**config.mk**
```make
export PLATFORM = sky130hd
export DESIGN_NAME = radix_converter_fixed_width
export DESIGN_NICKNAME = d
export VERILOG_FILES = /design/src/design/rcfw_pkg.sv /design/src/design/rcfw_ctrl.sv /design/src/design/rcfw_dp.sv /design/src/design/radix_converter_fixed_width.sv
export SDC_FILE = /design/constraint.sdc
export NUM_CORES = 1
export LEC_CHECK = 0
export ABC_AREA = 1
export CORE_MARGIN = 3
export CORE_UTILIZATION = 46
export CTS_CLUSTER_SIZE = 40
export DETAILED_ROUTE_END_ITERATION = 8
export DONT_BUFFER_PORTS = 1
export GPL_ROUTABILITY_DRIVEN = 0
export SLEW_MARGIN = 25
export SYNTH_ARGS = -nofsm -noshare
export SYNTH_HDL_FRONTEND = slang
export SYNTH_SLANG_ARGS = --single-unit
```
**constraint.sdc**
```tcl
create_clock -name clk -period 8.3 [get_ports clk]
set_clock_uncertainty 0.15 [all_clocks]
set_input_delay 0.83 -clock clk [delete_from_list [all_inputs] [get_ports clk]]
set_output_delay 0.83 -clock clk [all_outputs]
set_load 0.005 [all_outputs]
```
**src/design/rcfw_pkg.sv**
```systemverilog
package rcfw_pkg;

    // Width of the output field in characters.
    localparam int OUT_WIDTH = 7;
    // The accumulator holds four bits per output character.
    localparam int ACC_W     = 4 * OUT_WIDTH;
    // Index into the output field; also counts the 4-bit divider groups.
    localparam int IDX_W     = (OUT_WIDTH > 1) ? $clog2(OUT_WIDTH) : 1;
    localparam int CHAR_W    = 8;
    localparam int BASE_W    = 5;
    localparam int DIGIT_W   = 4;
    localparam int PROD_W    = ACC_W + BASE_W;

    localparam logic [CHAR_W-1:0] CHAR_ZERO  = 8'h30;
    localparam logic [CHAR_W-1:0] CHAR_NINE  = 8'h39;
    localparam logic [CHAR_W-1:0] CHAR_A     = 8'h41;
    localparam logic [CHAR_W-1:0] CHAR_F     = 8'h46;
    localparam logic [CHAR_W-1:0] CHAR_SPACE = 8'h20;
    localparam logic [CHAR_W-1:0] CHAR_E     = 8'h45;
    localparam logic [CHAR_W-1:0] CHAR_R     = 8'h52;
    localparam logic [CHAR_W-1:0] CHAR_O     = 8'h4F;

    localparam logic [BASE_W-1:0] BASE_MIN = 5'd2;
    localparam logic [BASE_W-1:0] BASE_MAX = 5'd16;

    // Digit code returned for a character that is not a hex digit.
    localparam logic [BASE_W-1:0] BAD_DIGIT = 5'd16;

    // Commands from the controller to the datapath.
    typedef struct packed {
        logic             accept;       // an input transaction completes
        logic             div_step;     // run one 4-bit group of the divider
        logic             first_group;  // first group of a digit: remainder starts at zero
        logic             last_group;   // last group of a digit: store the digit
        logic             first_digit;  // least significant output digit
        logic             last_digit;   // final division: check for leftover quotient
        logic [IDX_W-1:0] out_idx;      // field position being presented
    } dp_cmd_t;

    function automatic logic [BASE_W-1:0] char_to_digit(input logic [CHAR_W-1:0] c);
        logic [BASE_W-1:0] d;
        d = BAD_DIGIT;
        if (c >= CHAR_ZERO && c <= CHAR_NINE)
        begin
            d = BASE_W'(c - CHAR_ZERO);
        end
        else if (c >= CHAR_A && c <= CHAR_F)
        begin
            d = BASE_W'(c - CHAR_A) + 5'd10;
        end
        return d;
    endfunction

    function automatic logic [CHAR_W-1:0] digit_to_char(input logic [DIGIT_W-1:0] d);
        logic [CHAR_W-1:0] c;
        if (d < 4'd10)
        begin
            c = CHAR_ZERO + CHAR_W'(d);
        end
        else
        begin
            c = CHAR_A + CHAR_W'(d) - 8'd10;
        end
        return c;
    endfunction

    // Character of the right-justified ERROR text at field position j.
    function automatic logic [CHAR_W-1:0] err_char(input logic [IDX_W-1:0] j);
        int p;
        logic [CHAR_W-1:0] c;
        p = int'(j) + 5 - OUT_WIDTH;
        c = CHAR_SPACE;
        if (p >= 0)
        begin
            case (p)
                0:       c = CHAR_E;
                1:       c = CHAR_R;
                2:       c = CHAR_R;
                3:       c = CHAR_O;
                default: c = CHAR_R;
            endcase
        end
        return c;
    endfunction

endpackage

```
**src/design/rcfw_ctrl.sv**
```systemverilog
module rcfw_ctrl
    import rcfw_pkg::*;
(
    input  logic    clk,
    input  logic    rst_n,
    input  logic    in_valid,
    input  logic    last,
    output logic    in_ready,
    output logic    out_valid,
    input  logic    out_ready,
    output logic    out_last,
    output dp_cmd_t cmd
);

    localparam logic [1:0] S_IDLE = 2'd0;
    localparam logic [1:0] S_DIV  = 2'd1;
    localparam logic [1:0] S_OUT  = 2'd2;

    logic [1:0]       state_reg, state_next;
    logic [IDX_W-1:0] grp_reg, grp_next;
    logic [IDX_W-1:0] dig_reg, dig_next;
    logic [IDX_W-1:0] oidx_reg, oidx_next;

    logic grp_end, dig_end, oidx_end;

    assign grp_end  = (grp_reg == IDX_W'(OUT_WIDTH - 1));
    assign dig_end  = (dig_reg == IDX_W'(OUT_WIDTH - 1));
    assign oidx_end = (oidx_reg == IDX_W'(OUT_WIDTH - 1));

    always_comb
    begin
        state_next = state_reg;
        grp_next   = grp_reg;
        dig_next   = dig_reg;
        oidx_next  = oidx_reg;
        in_ready   = 1'b0;
        out_valid  = 1'b0;
        cmd        = '0;
        cmd.out_idx     = oidx_reg;
        cmd.first_group = (grp_reg == '0);
        cmd.last_group  = grp_end;
        cmd.first_digit = (dig_reg == '0);
        cmd.last_digit  = dig_end;
        unique case (state_reg)
            S_IDLE:
            begin
                in_ready   = 1'b1;
                cmd.accept = in_valid;
                if (in_valid && last)
                begin
                    state_next = S_DIV;
                    grp_next   = '0;
                    dig_next   = '0;
                end
            end
            S_DIV:
            begin
                cmd.div_step = 1'b1;
                if (grp_end)
                begin
                    grp_next = '0;
                    dig_next = dig_reg + 1'b1;
                    if (dig_end)
                    begin
                        state_next = S_OUT;
                        oidx_next  = '0;
                    end
                end
                else
                begin
                    grp_next = grp_reg + 1'b1;
                end
            end
            S_OUT:
            begin
                out_valid = 1'b1;
                if (out_ready)
                begin
                    oidx_next = oidx_reg + 1'b1;
                    if (oidx_end)
                    begin
                        state_next = S_IDLE;
                    end
                end
            end
            default:
            begin
                state_next = S_IDLE;
            end
        endcase
    end

    assign out_last = oidx_end;

    always_ff @(posedge clk or negedge rst_n)
    begin
        if (!rst_n)
        begin
            state_reg <= S_IDLE;
            grp_reg   <= '0;
            dig_reg   <= '0;
            oidx_reg  <= '0;
        end
        else
        begin
            state_reg <= state_next;
            grp_reg   <= grp_next;
            dig_reg   <= dig_next;
            oidx_reg  <= oidx_next;
        end
    end

endmodule

```
**src/design/rcfw_dp.sv**
```systemverilog
module rcfw_dp
    import rcfw_pkg::*;
(
    input  logic              clk,
    input  logic              rst_n,
    input  dp_cmd_t           cmd,
    input  logic [CHAR_W-1:0] digit_char,
    input  logic [BASE_W-1:0] from_base,
    input  logic [BASE_W-1:0] to_base,
    input  logic              last,
    output logic [CHAR_W-1:0] out_char
);

    logic [ACC_W-1:0]  acc_reg, acc_next;
    logic              sticky_reg, sticky_next;
    logic [ACC_W-1:0]  quo_reg, quo_next;
    logic [BASE_W-1:0] rem_reg, rem_next;
    logic [BASE_W-1:0] tb_reg;
    logic              err_reg;
    logic [CHAR_W-1:0] field_reg [OUT_WIDTH];

    logic [BASE_W-1:0] dig;
    logic              dig_ok;
    logic [PROD_W-1:0] mac;
    logic              tb_bad;
    logic [CHAR_W-1:0] new_char;

    // Multiply-add of one incoming digit.
    always_comb
    begin
        dig    = char_to_digit(digit_char);
        dig_ok = (dig != BAD_DIGIT) && (from_base >= BASE_MIN) && (from_base <= BASE_MAX)
                 && (dig < from_base);
        mac    = PROD_W'(acc_reg) * PROD_W'(from_base) + PROD_W'(dig);
        acc_next    = acc_reg;
        sticky_next = sticky_reg;
        if (!dig_ok)
        begin
            sticky_next = 1'b1;
        end
        else
        begin
            acc_next = mac[ACC_W-1:0];
            if (mac[PROD_W-1:ACC_W] != '0)
            begin
                sticky_next = 1'b1;
            end
        end
        tb_bad = (to_base < BASE_MIN) || (to_base > BASE_MAX);
    end

    // Four restoring division steps per cycle, quotient bits shift into quo.
    always_comb
    begin
        rem_next = cmd.first_group ? '0 : rem_reg;
        quo_next = quo_reg;
        for (int i = 0; i < 4; i++)
        begin
            rem_next = {rem_next[BASE_W-2:0], quo_next[ACC_W-1]};
            quo_next = {quo_next[ACC_W-2:0], 1'b0};
            if (rem_next >= tb_reg)
            begin
                rem_next    = rem_next - tb_reg;
                quo_next[0] = 1'b1;
            end
        end
        // Leading zeros are blanked; the least significant digit always shows.
        if (cmd.first_digit || (quo_next != '0) || (rem_next != '0))
        begin
            new_char = digit_to_char(rem_next[DIGIT_W-1:0]);
        end
        else
        begin
            new_char = CHAR_SPACE;
        end
    end

    always_ff @(posedge clk or negedge rst_n)
    begin
        if (!rst_n)
        begin
            acc_reg    <= '0;
            sticky_reg <= 1'b0;
        end
        else if (cmd.accept)
        begin
            if (last)
            begin
                acc_reg    <= '0;
                sticky_reg <= 1'b0;
            end
            else
            begin
                acc_reg    <= acc_next;
                sticky_reg <= sticky_next;
            end
        end
    end

    always_ff @(posedge clk)
    begin
        if (cmd.accept && last)
        begin
            quo_reg <= acc_next;
            tb_reg  <= to_base;
            err_reg <= sticky_next || tb_bad;
        end
        else if (cmd.div_step)
        begin
            quo_reg <= quo_next;
            rem_reg <= rem_next;
            if (cmd.last_group)
            begin
                field_reg[0] <= new_char;
                for (int i = 1; i < OUT_WIDTH; i++)
                begin
                    field_reg[i] <= field_reg[i-1];
                end
                if (cmd.last_digit && (quo_next != '0))
                begin
                    err_reg <= 1'b1;
                end
            end
        end
    end

    assign out_char = err_reg ? err_char(cmd.out_idx) : field_reg[cmd.out_idx];

endmodule

```
**src/design/radix_converter_fixed_width.sv**
```systemverilog
// A digit without the last mark is added into the accumulator; after the last digit the
// converter divides (seven digits of seven 4-bit divider groups each)
// and then presents seven characters, one per output transaction.
// The block stays ready after a non-final digit and takes no input while converting.
// Reset: rst_n clears the controller, the accumulator and the sticky error flag.
module radix_converter_fixed_width
    import rcfw_pkg::*;
(
    input  logic              clk,
    input  logic              rst_n,
    input  logic              in_valid,
    output logic              in_ready,
    input  logic [CHAR_W-1:0] digit_char,
    input  logic [BASE_W-1:0] from_base,
    input  logic [BASE_W-1:0] to_base,
    input  logic              last,
    output logic              out_valid,
    input  logic              out_ready,
    output logic [CHAR_W-1:0] out_char,
    output logic              out_last
);

    // The controller sequences acceptance, the iterative divider and the output
    // field; the datapath holds the accumulator, the divider and the character field.
    dp_cmd_t cmd;

    rcfw_ctrl u_ctrl (
        .clk       (clk),
        .rst_n     (rst_n),
        .in_valid  (in_valid),
        .last      (last),
        .in_ready  (in_ready),
        .out_valid (out_valid),
        .out_ready (out_ready),
        .out_last  (out_last),
        .cmd       (cmd)
    );

    // The datapath accumulates each accepted digit with one multiply-add, then
    // peels target-base digits off by repeated division, least significant first.
    // A quotient left over after the final division means the value does not fit.
    rcfw_dp u_dp (
        .clk        (clk),
        .rst_n      (rst_n),
        .cmd        (cmd),
        .digit_char (digit_char),
        .from_base  (from_base),
        .to_base    (to_base),
        .last       (last),
        .out_char   (out_char)
    );

    // Input and output sides are never open at the same time.
    assert property (@(posedge clk) disable iff (!rst_n) !(in_ready && out_valid))
        else $error("input and output both open");

    // A final digit starts the conversion: no transaction on either side next cycle.
    assert property (@(posedge clk) disable iff (!rst_n)
        (in_valid && in_ready && last) |=> (!in_ready && !out_valid))
        else $error("conversion did not start after final digit");

    // A digit that is not final leaves the block ready for the next one.
    assert property (@(posedge clk) disable iff (!rst_n)
        (in_valid && in_ready && !last) |=> in_ready)
        else $error("block stalled after a non-final digit");

    // After the final character goes out, the block takes input again.
    assert property (@(posedge clk) disable iff (!rst_n)
        (out_valid && out_ready && out_last) |=> (in_ready && !out_valid))
        else $error("block did not return to input after final character");

endmodule
```
==> results of run 1 <==
kinds of logic after synthesis:
family	Yosys count	share of synthesized area
other	1	0.000315
XOR/XNOR	31	0.0228
adder cells (fa/ha/maj)	187	0.252
flip-flops	127	0.304
AO/OA/AOI/OAI	238	0.110
AND/OR/NAND/NOR	601	0.216
buffers and inverters	297	0.0954
per-stage QoR:
stage	worst slack, ns	instances
2_1_floorplan	2.30	1482
3_3_place_gp	1.85	1780
3_5_place_dp	1.56	1780
4_1_cts	1.54	1813
5_1_grt	0.853	1813
6_report	1.54	1813
cell usage in the layout (no fill, tap or decap), types with 3 or more instances in the layout:
master	synthesis	final
a21oi_1	74	74
a31oi_1	3	3
and2_1	4	4
buf_4	2	6
bufinv_16	0	3
clkbuf_1	27	3
clkbuf_16	0	17
clkinv_2	1	4
clkinvlp_4	0	3
dfrtp_1	40	40
edfxtp_1	87	87
fa_1	87	87
ha_1	100	100
inv_1	253	253
inv_2	5	5
nand2_1	397	397
nand2_2	6	6
nand3_1	49	49
nand3_2	10	10
nand3b_1	4	4
nand4_1	15	15
nor2_1	84	83
nor3_1	9	9
nor4_1	8	8
o211ai_1	3	3
o21a_1	7	7
o21ai_0	78	78
o21ai_1	33	33
o22ai_1	23	23
or2_2	4	4
xnor2_1	18	18
xor2_1	13	13
worst paths after layout:
kind | start | endpoint | slack [ns] | cells after the start
setup / recovery | u_ctrl.grp_reg[0] | u_dp.field_reg[0][4] | 1.54 | 38
hold reg to reg | u_dp.field_reg[5][1] | u_dp.field_reg[6][1] | 0.29 | 0
hold / removal | rst_n | u_dp.acc_reg[25] | 0.10 | 1
setup reg to reg | u_ctrl.grp_reg[0] | u_dp.field_reg[0][4] | 1.54 | 38
max in group asynchronous | rst_n | u_dp.acc_reg[1] | 7.67 | 1
min in group clk | u_dp.field_reg[5][1] | u_dp.field_reg[6][1] | 0.29 | 0
routing by layer:
metal  wire length, µm  part of all wire
met4               690             0.024
met2             13500              0.47
met1             13500              0.47
met3               966             0.034
met5                 0                 0
worst max-delay path: cells and delay by family (launching register included):
| family | cells | cell delay, ns |
|---|---|---|
| simple gates | 19 | 2.43 |
| compound gates | 8 | 1.55 |
| fa+ha+maj | 5 | 1.47 |
| buf+inv | 6 | 0.49 |
| flops | 1 | 0.42 |
layout make-up:
type | instances | area (µm²) | share of cell area
clock inverter | 12 | 144 | 0.0112
sequential | 127 | 3610 | 0.282
timing repair buffer | 7 | 72.6 | 0.00567
multi-input combinational | 1058 | 7160 | 0.559
tap | 330 | 413 | 0.0322
inverter | 259 | 973 | 0.0760
clock buffer | 20 | 437 | 0.0341
repair_timing:
item | in CTS | in global routing
hold buffers | 1 | 0
setup buffers | 0 | 0
hold endpoints to repair | 40 | 0
==> impl_metrics.env, run 1 <==
export IMPL_final_antenna_net_count=0
export IMPL_worst_setup_path_type="flop to flop"
export IMPL_cts_resized=0
export IMPL_clock_sinks=127
export IMPL_grt_antenna_before_repair=0
export IMPL_area_growth_pct=7.67
export IMPL_start_util=0.470
export IMPL_synth_seq_cells=127
export IMPL_syn_nets=1692
export IMPL_htree_levels=4
export IMPL_firstDrtPassIters=7
export IMPL_cap_violations=0
export IMPL_grt_pass1_vias=9644
export IMPL_die_y_um=167
export IMPL_synth_edf_count=87
export IMPL_met1_usage=0.288
export IMPL_die_x_um=167
export IMPL_synth_main_ff_cell="edfxtp_1"
export IMPL_period_share=0.814
export IMPL_largest_register_ffs=49
export IMPL_drt_iter0_drc=717
export IMPL_io_pins=34
export IMPL_drv_slew=0
export IMPL_rsz0062_at_grt="no"
export IMPL_core_area_mm2=0.0253
export IMPL_grt_usage=0.211
export IMPL_vias=9585
export IMPL_diodes=0
export IMPL_final_hold_violation_count=0
export IMPL_grt_max_degree=55
export IMPL_grt_pass1_wl_um=48100
export IMPL_dpl_cell_area_mm2=0.0122
export IMPL_timing_slew_headroom=0.325
export IMPL_synth_top_area_share=0.220
export IMPL_required_ns=8.33
export IMPL_fmax_mhz=148
export IMPL_worstSetupStartpointType="flop"
export IMPL_layout_drive_gt1_share=0.0472
export IMPL_synth_avg_cell_area_um2=8.03
export IMPL_finalWorstPathRequiredPeriod_ns=6.76
export IMPL_layout_nets=1680
export IMPL_drc=0
export IMPL_worstMarginPinSlew_ns=1.01
export IMPL_cts_max_path_buffers=2
export IMPL_cts_tree="built"
export IMPL_top_usage_layer="met2"
export IMPL_synth_warnings=0
export IMPL_wl_um=28600
export IMPL_synth_common_cells="nand2_1 (397), inv_1 (253), ha_1 (100)"
export IMPL_use_met2=0.352
export IMPL_wl_per_cell_um=15.8
export IMPL_synth_cell_types=54
export IMPL_grt_use_met3=0.0292
export IMPL_cpPeakStageDelay_ns=0.42
export IMPL_synthTopCellsByArea="edfxtp_1 (22%), fa_1 (15%), nand2_1 (13%)"
export IMPL_drt_vias_per_instance=5.29
export IMPL_port_buffers=0
export IMPL_final_util=0.506
export IMPL_crit_path_end_kind="flop"
export IMPL_holdWs_ns=0.102
export IMPL_synth_seq_area_share=0.304
export IMPL_die_area_mm2=0.0278
export IMPL_tns_ns=0
export IMPL_setup_viol=0
export IMPL_nFillCells=2453
export IMPL_cts_reportedPaths_clkPinSlew_ns=0.06
export IMPL_outcome="finished, final reports clean"
export IMPL_worstSkewPairLatency_ns=0.42
export IMPL_worst_hold_path_type="input pin to async pin"
export IMPL_synth_most_common_cell="nand2_1"
export IMPL_crit_arrival_ns=6.79
export IMPL_netlist_area_mm2=0.0119
export IMPL_async_flop_share=0.315
export IMPL_synth_cells=1482
export IMPL_grt_overflow_total=0
export IMPL_cp_max_fo=8
export IMPL_std_cell_rows=58
export IMPL_root_buffer="clkbuf_16"
export IMPL_slowest_stage="dfrtp_1"
export IMPL_post_dp_hpwl_um=22000
export IMPL_numCtsBuffers=17
export IMPL_final_area_mm2=0.0128
export IMPL_yosysTopAreaCell="edfxtp_1"
Power of run 1 is left out: the tool's default activity adds up to more than one toggle a clock period on the data nets, which glitch-free logic cannot reach.
==> inputs of run 2 (changes only) <==
clock period = 6 ns   (was 8.3 ns; I/O delays follow)
==> run 2 against run 1 <==
Effect of this change: sequential share of layout area shrank 1.3 points; first-iteration DRC count increased by 3.3%; core utilization up 2.5 points; die area did not move; sequential cell count stayed put; clock-buffer cell count down 1; cell area grew 4.9%; worst hold slack better by 0.017 ns; largest cell class unchanged; highest routed layer unchanged.
==> impl_metrics.env, run 2 (same netlist as run 1, synthesis figures left out) <==
export IMPL_r2r_setup_slack_ns=0.15
export IMPL_core_area_mm2=0.0253
export IMPL_grt_pass1_wl_um=49000
export IMPL_grt_pass1_vias=9795
export IMPL_port_buffers=0
export IMPL_outcome="finished, final reports clean"
export IMPL_cts_max_path_buffers=2
export IMPL_worstMarginPinSlew_ns=0.946
export IMPL_layout_nets=1720
export IMPL_root_buffer="clkbuf_16"
export IMPL_slowest_stage="dfrtp_1"
export IMPL_firstDrtPassIters=5
export IMPL_grt_max_degree=55
export IMPL_layout_drive_gt1_share=0.105
export IMPL_wl_um=29500
export IMPL_layout_common_cells="nand2_1 (389), inv_1 (246), ha_1 (89)"
export IMPL_final_antenna_net_count=0
export IMPL_clock_sinks=127
export IMPL_grt_antenna_before_repair=0
export IMPL_finalWorstPathRequiredPeriod_ns=5.85
export IMPL_crit_arrival_ns=5.87
export IMPL_period_share=0.975
export IMPL_cpLargestDelayFamily="simple AND/OR/NAND/NOR gates"
export IMPL_area_growth_pct=13.0
export IMPL_final_hold_violation_count=0
export IMPL_cpPeakStageDelay_ns=0.39
export IMPL_largest_register_ffs=49
export IMPL_crit_path_end_kind="flop"
export IMPL_worst_path_buf_inv=11
export IMPL_post_dp_hpwl_um=22100
export IMPL_layout_commonest_cell="nand2_1"
export IMPL_wl_per_cell_um=15.9
export IMPL_worst_hold_path_type="input pin to flop"
export IMPL_cap_violations=0
export IMPL_nFillCells=2405
export IMPL_start_util=0.470
export IMPL_worstSetupStartpointType="flop"
export IMPL_die_y_um=167
export IMPL_drt_vias_per_instance=5.29
export IMPL_cts_reportedPaths_clkPinSlew_ns=0.06
export IMPL_rsz0062_at_grt="yes"
export IMPL_cp_max_fo=5
export IMPL_cts_tree="built"
export IMPL_grt_overflow_total=0
export IMPL_std_cell_rows=58
export IMPL_numCtsBuffers=17
export IMPL_htree_levels=4
export IMPL_worst_setup_path_type="flop to flop"
export IMPL_die_x_um=167
export IMPL_worstSkewPairLatency_ns=0.42
export IMPL_vias=9800
export IMPL_drt_iter0_drc=741
export IMPL_fmax_mhz=171
export IMPL_grt_usage=0.213
export IMPL_drc=0
export IMPL_required_ns=6.02
export IMPL_io_pins=34
export IMPL_die_area_mm2=0.0278
export IMPL_drv_slew=0
export IMPL_setup_viol=0
export IMPL_diodes=0
export IMPL_cp_common_cell="inv_2"
export IMPL_final_util=0.531
export IMPL_timing_slew_headroom=0.369
-- run 2: cell types whose count changed in the layout (fill, tap and decap cells not counted), sizes merged --
cell | before | now
inv | 258 | 259
clkinv | 7 | 6
clkinvlp | 3 | 4
clkbuf | 20 | 19
buf | 7 | 46
dlygate4sd3 | 0 | 1
-- run 2: worst paths after layout --
check / startpoint / to / cells past startpoint
max reg2reg: u_ctrl.grp_reg[1] / u_dp.field_reg[0][4] / 41
min: to_base[0] / u_dp.tb_reg[0] / 0
min reg2reg: u_dp.field_reg[1][4] / u_dp.field_reg[2][4] / 0
min in group asynchronous: rst_n / u_dp.sticky_reg / 2
max: u_ctrl.grp_reg[1] / u_dp.field_reg[0][4] / 41
max in group asynchronous: rst_n / u_dp.acc_reg[1] / 2
-- run 2: layout make-up --
| cell class | instances | area, µm² | area share |
|---|---|---|---|
| clock buffers | 19 | 453 | 0.0337 |
| flip-flops and latches | 127 | 3610 | 0.269 |
| inverters | 259 | 976 | 0.0726 |
| well taps | 330 | 413 | 0.0307 |
| multi-input cells | 1058 | 7440 | 0.554 |
| repair buffers | 47 | 383 | 0.0285 |
| clock inverters | 13 | 163 | 0.0121 |
-- run 2: timing repair --
| action | 4_1_cts | 5_1_grt |
|---|---|---|
| buffers inserted | 2 | 15 |
| hold endpoints to repair | 40 | 0 |
| resized for setup | 15 | 49 |
| pin swaps | 4 | 31 |
| endpoints found under the setup margin | 5 | 9 |
| hold buffers | 2 | 0 |
-- run 2: through the flow --
stage / setup WS [ns] / TNS (ns) / instances / hold WS [ns] / cell area [µm²]
after global routing: -0.222 / -1.00 / 1853 / 0.101 / 13400
after global placement: 0.0406 / 0 / 1802 / 0.157 / 12400
after detailed placement: -0.254 / -0.805 / 1802 / 0.157 / 12400
after floorplan: 0.00295 / 0 / 1482 / 0.154 / 11900
final: 0.151 / 0 / 1853 / 0.120 / 13400
after CTS: 0.0371 / 0 / 1838 / 0.104 / 13100
-- run 2: routing by layer --
layer  global-route usage  part of all wire  routed length (µm)  vias up
met3               0.0297             0.040                1170       41
met4               0.0552             0.018                 526        0
met1                0.294              0.46               13500     4720
li1                     -                 -                   -     4840
met5                    0                 0                   0        -
met2                0.356              0.48               14300      199
Power of run 2 is left out for the same reason.
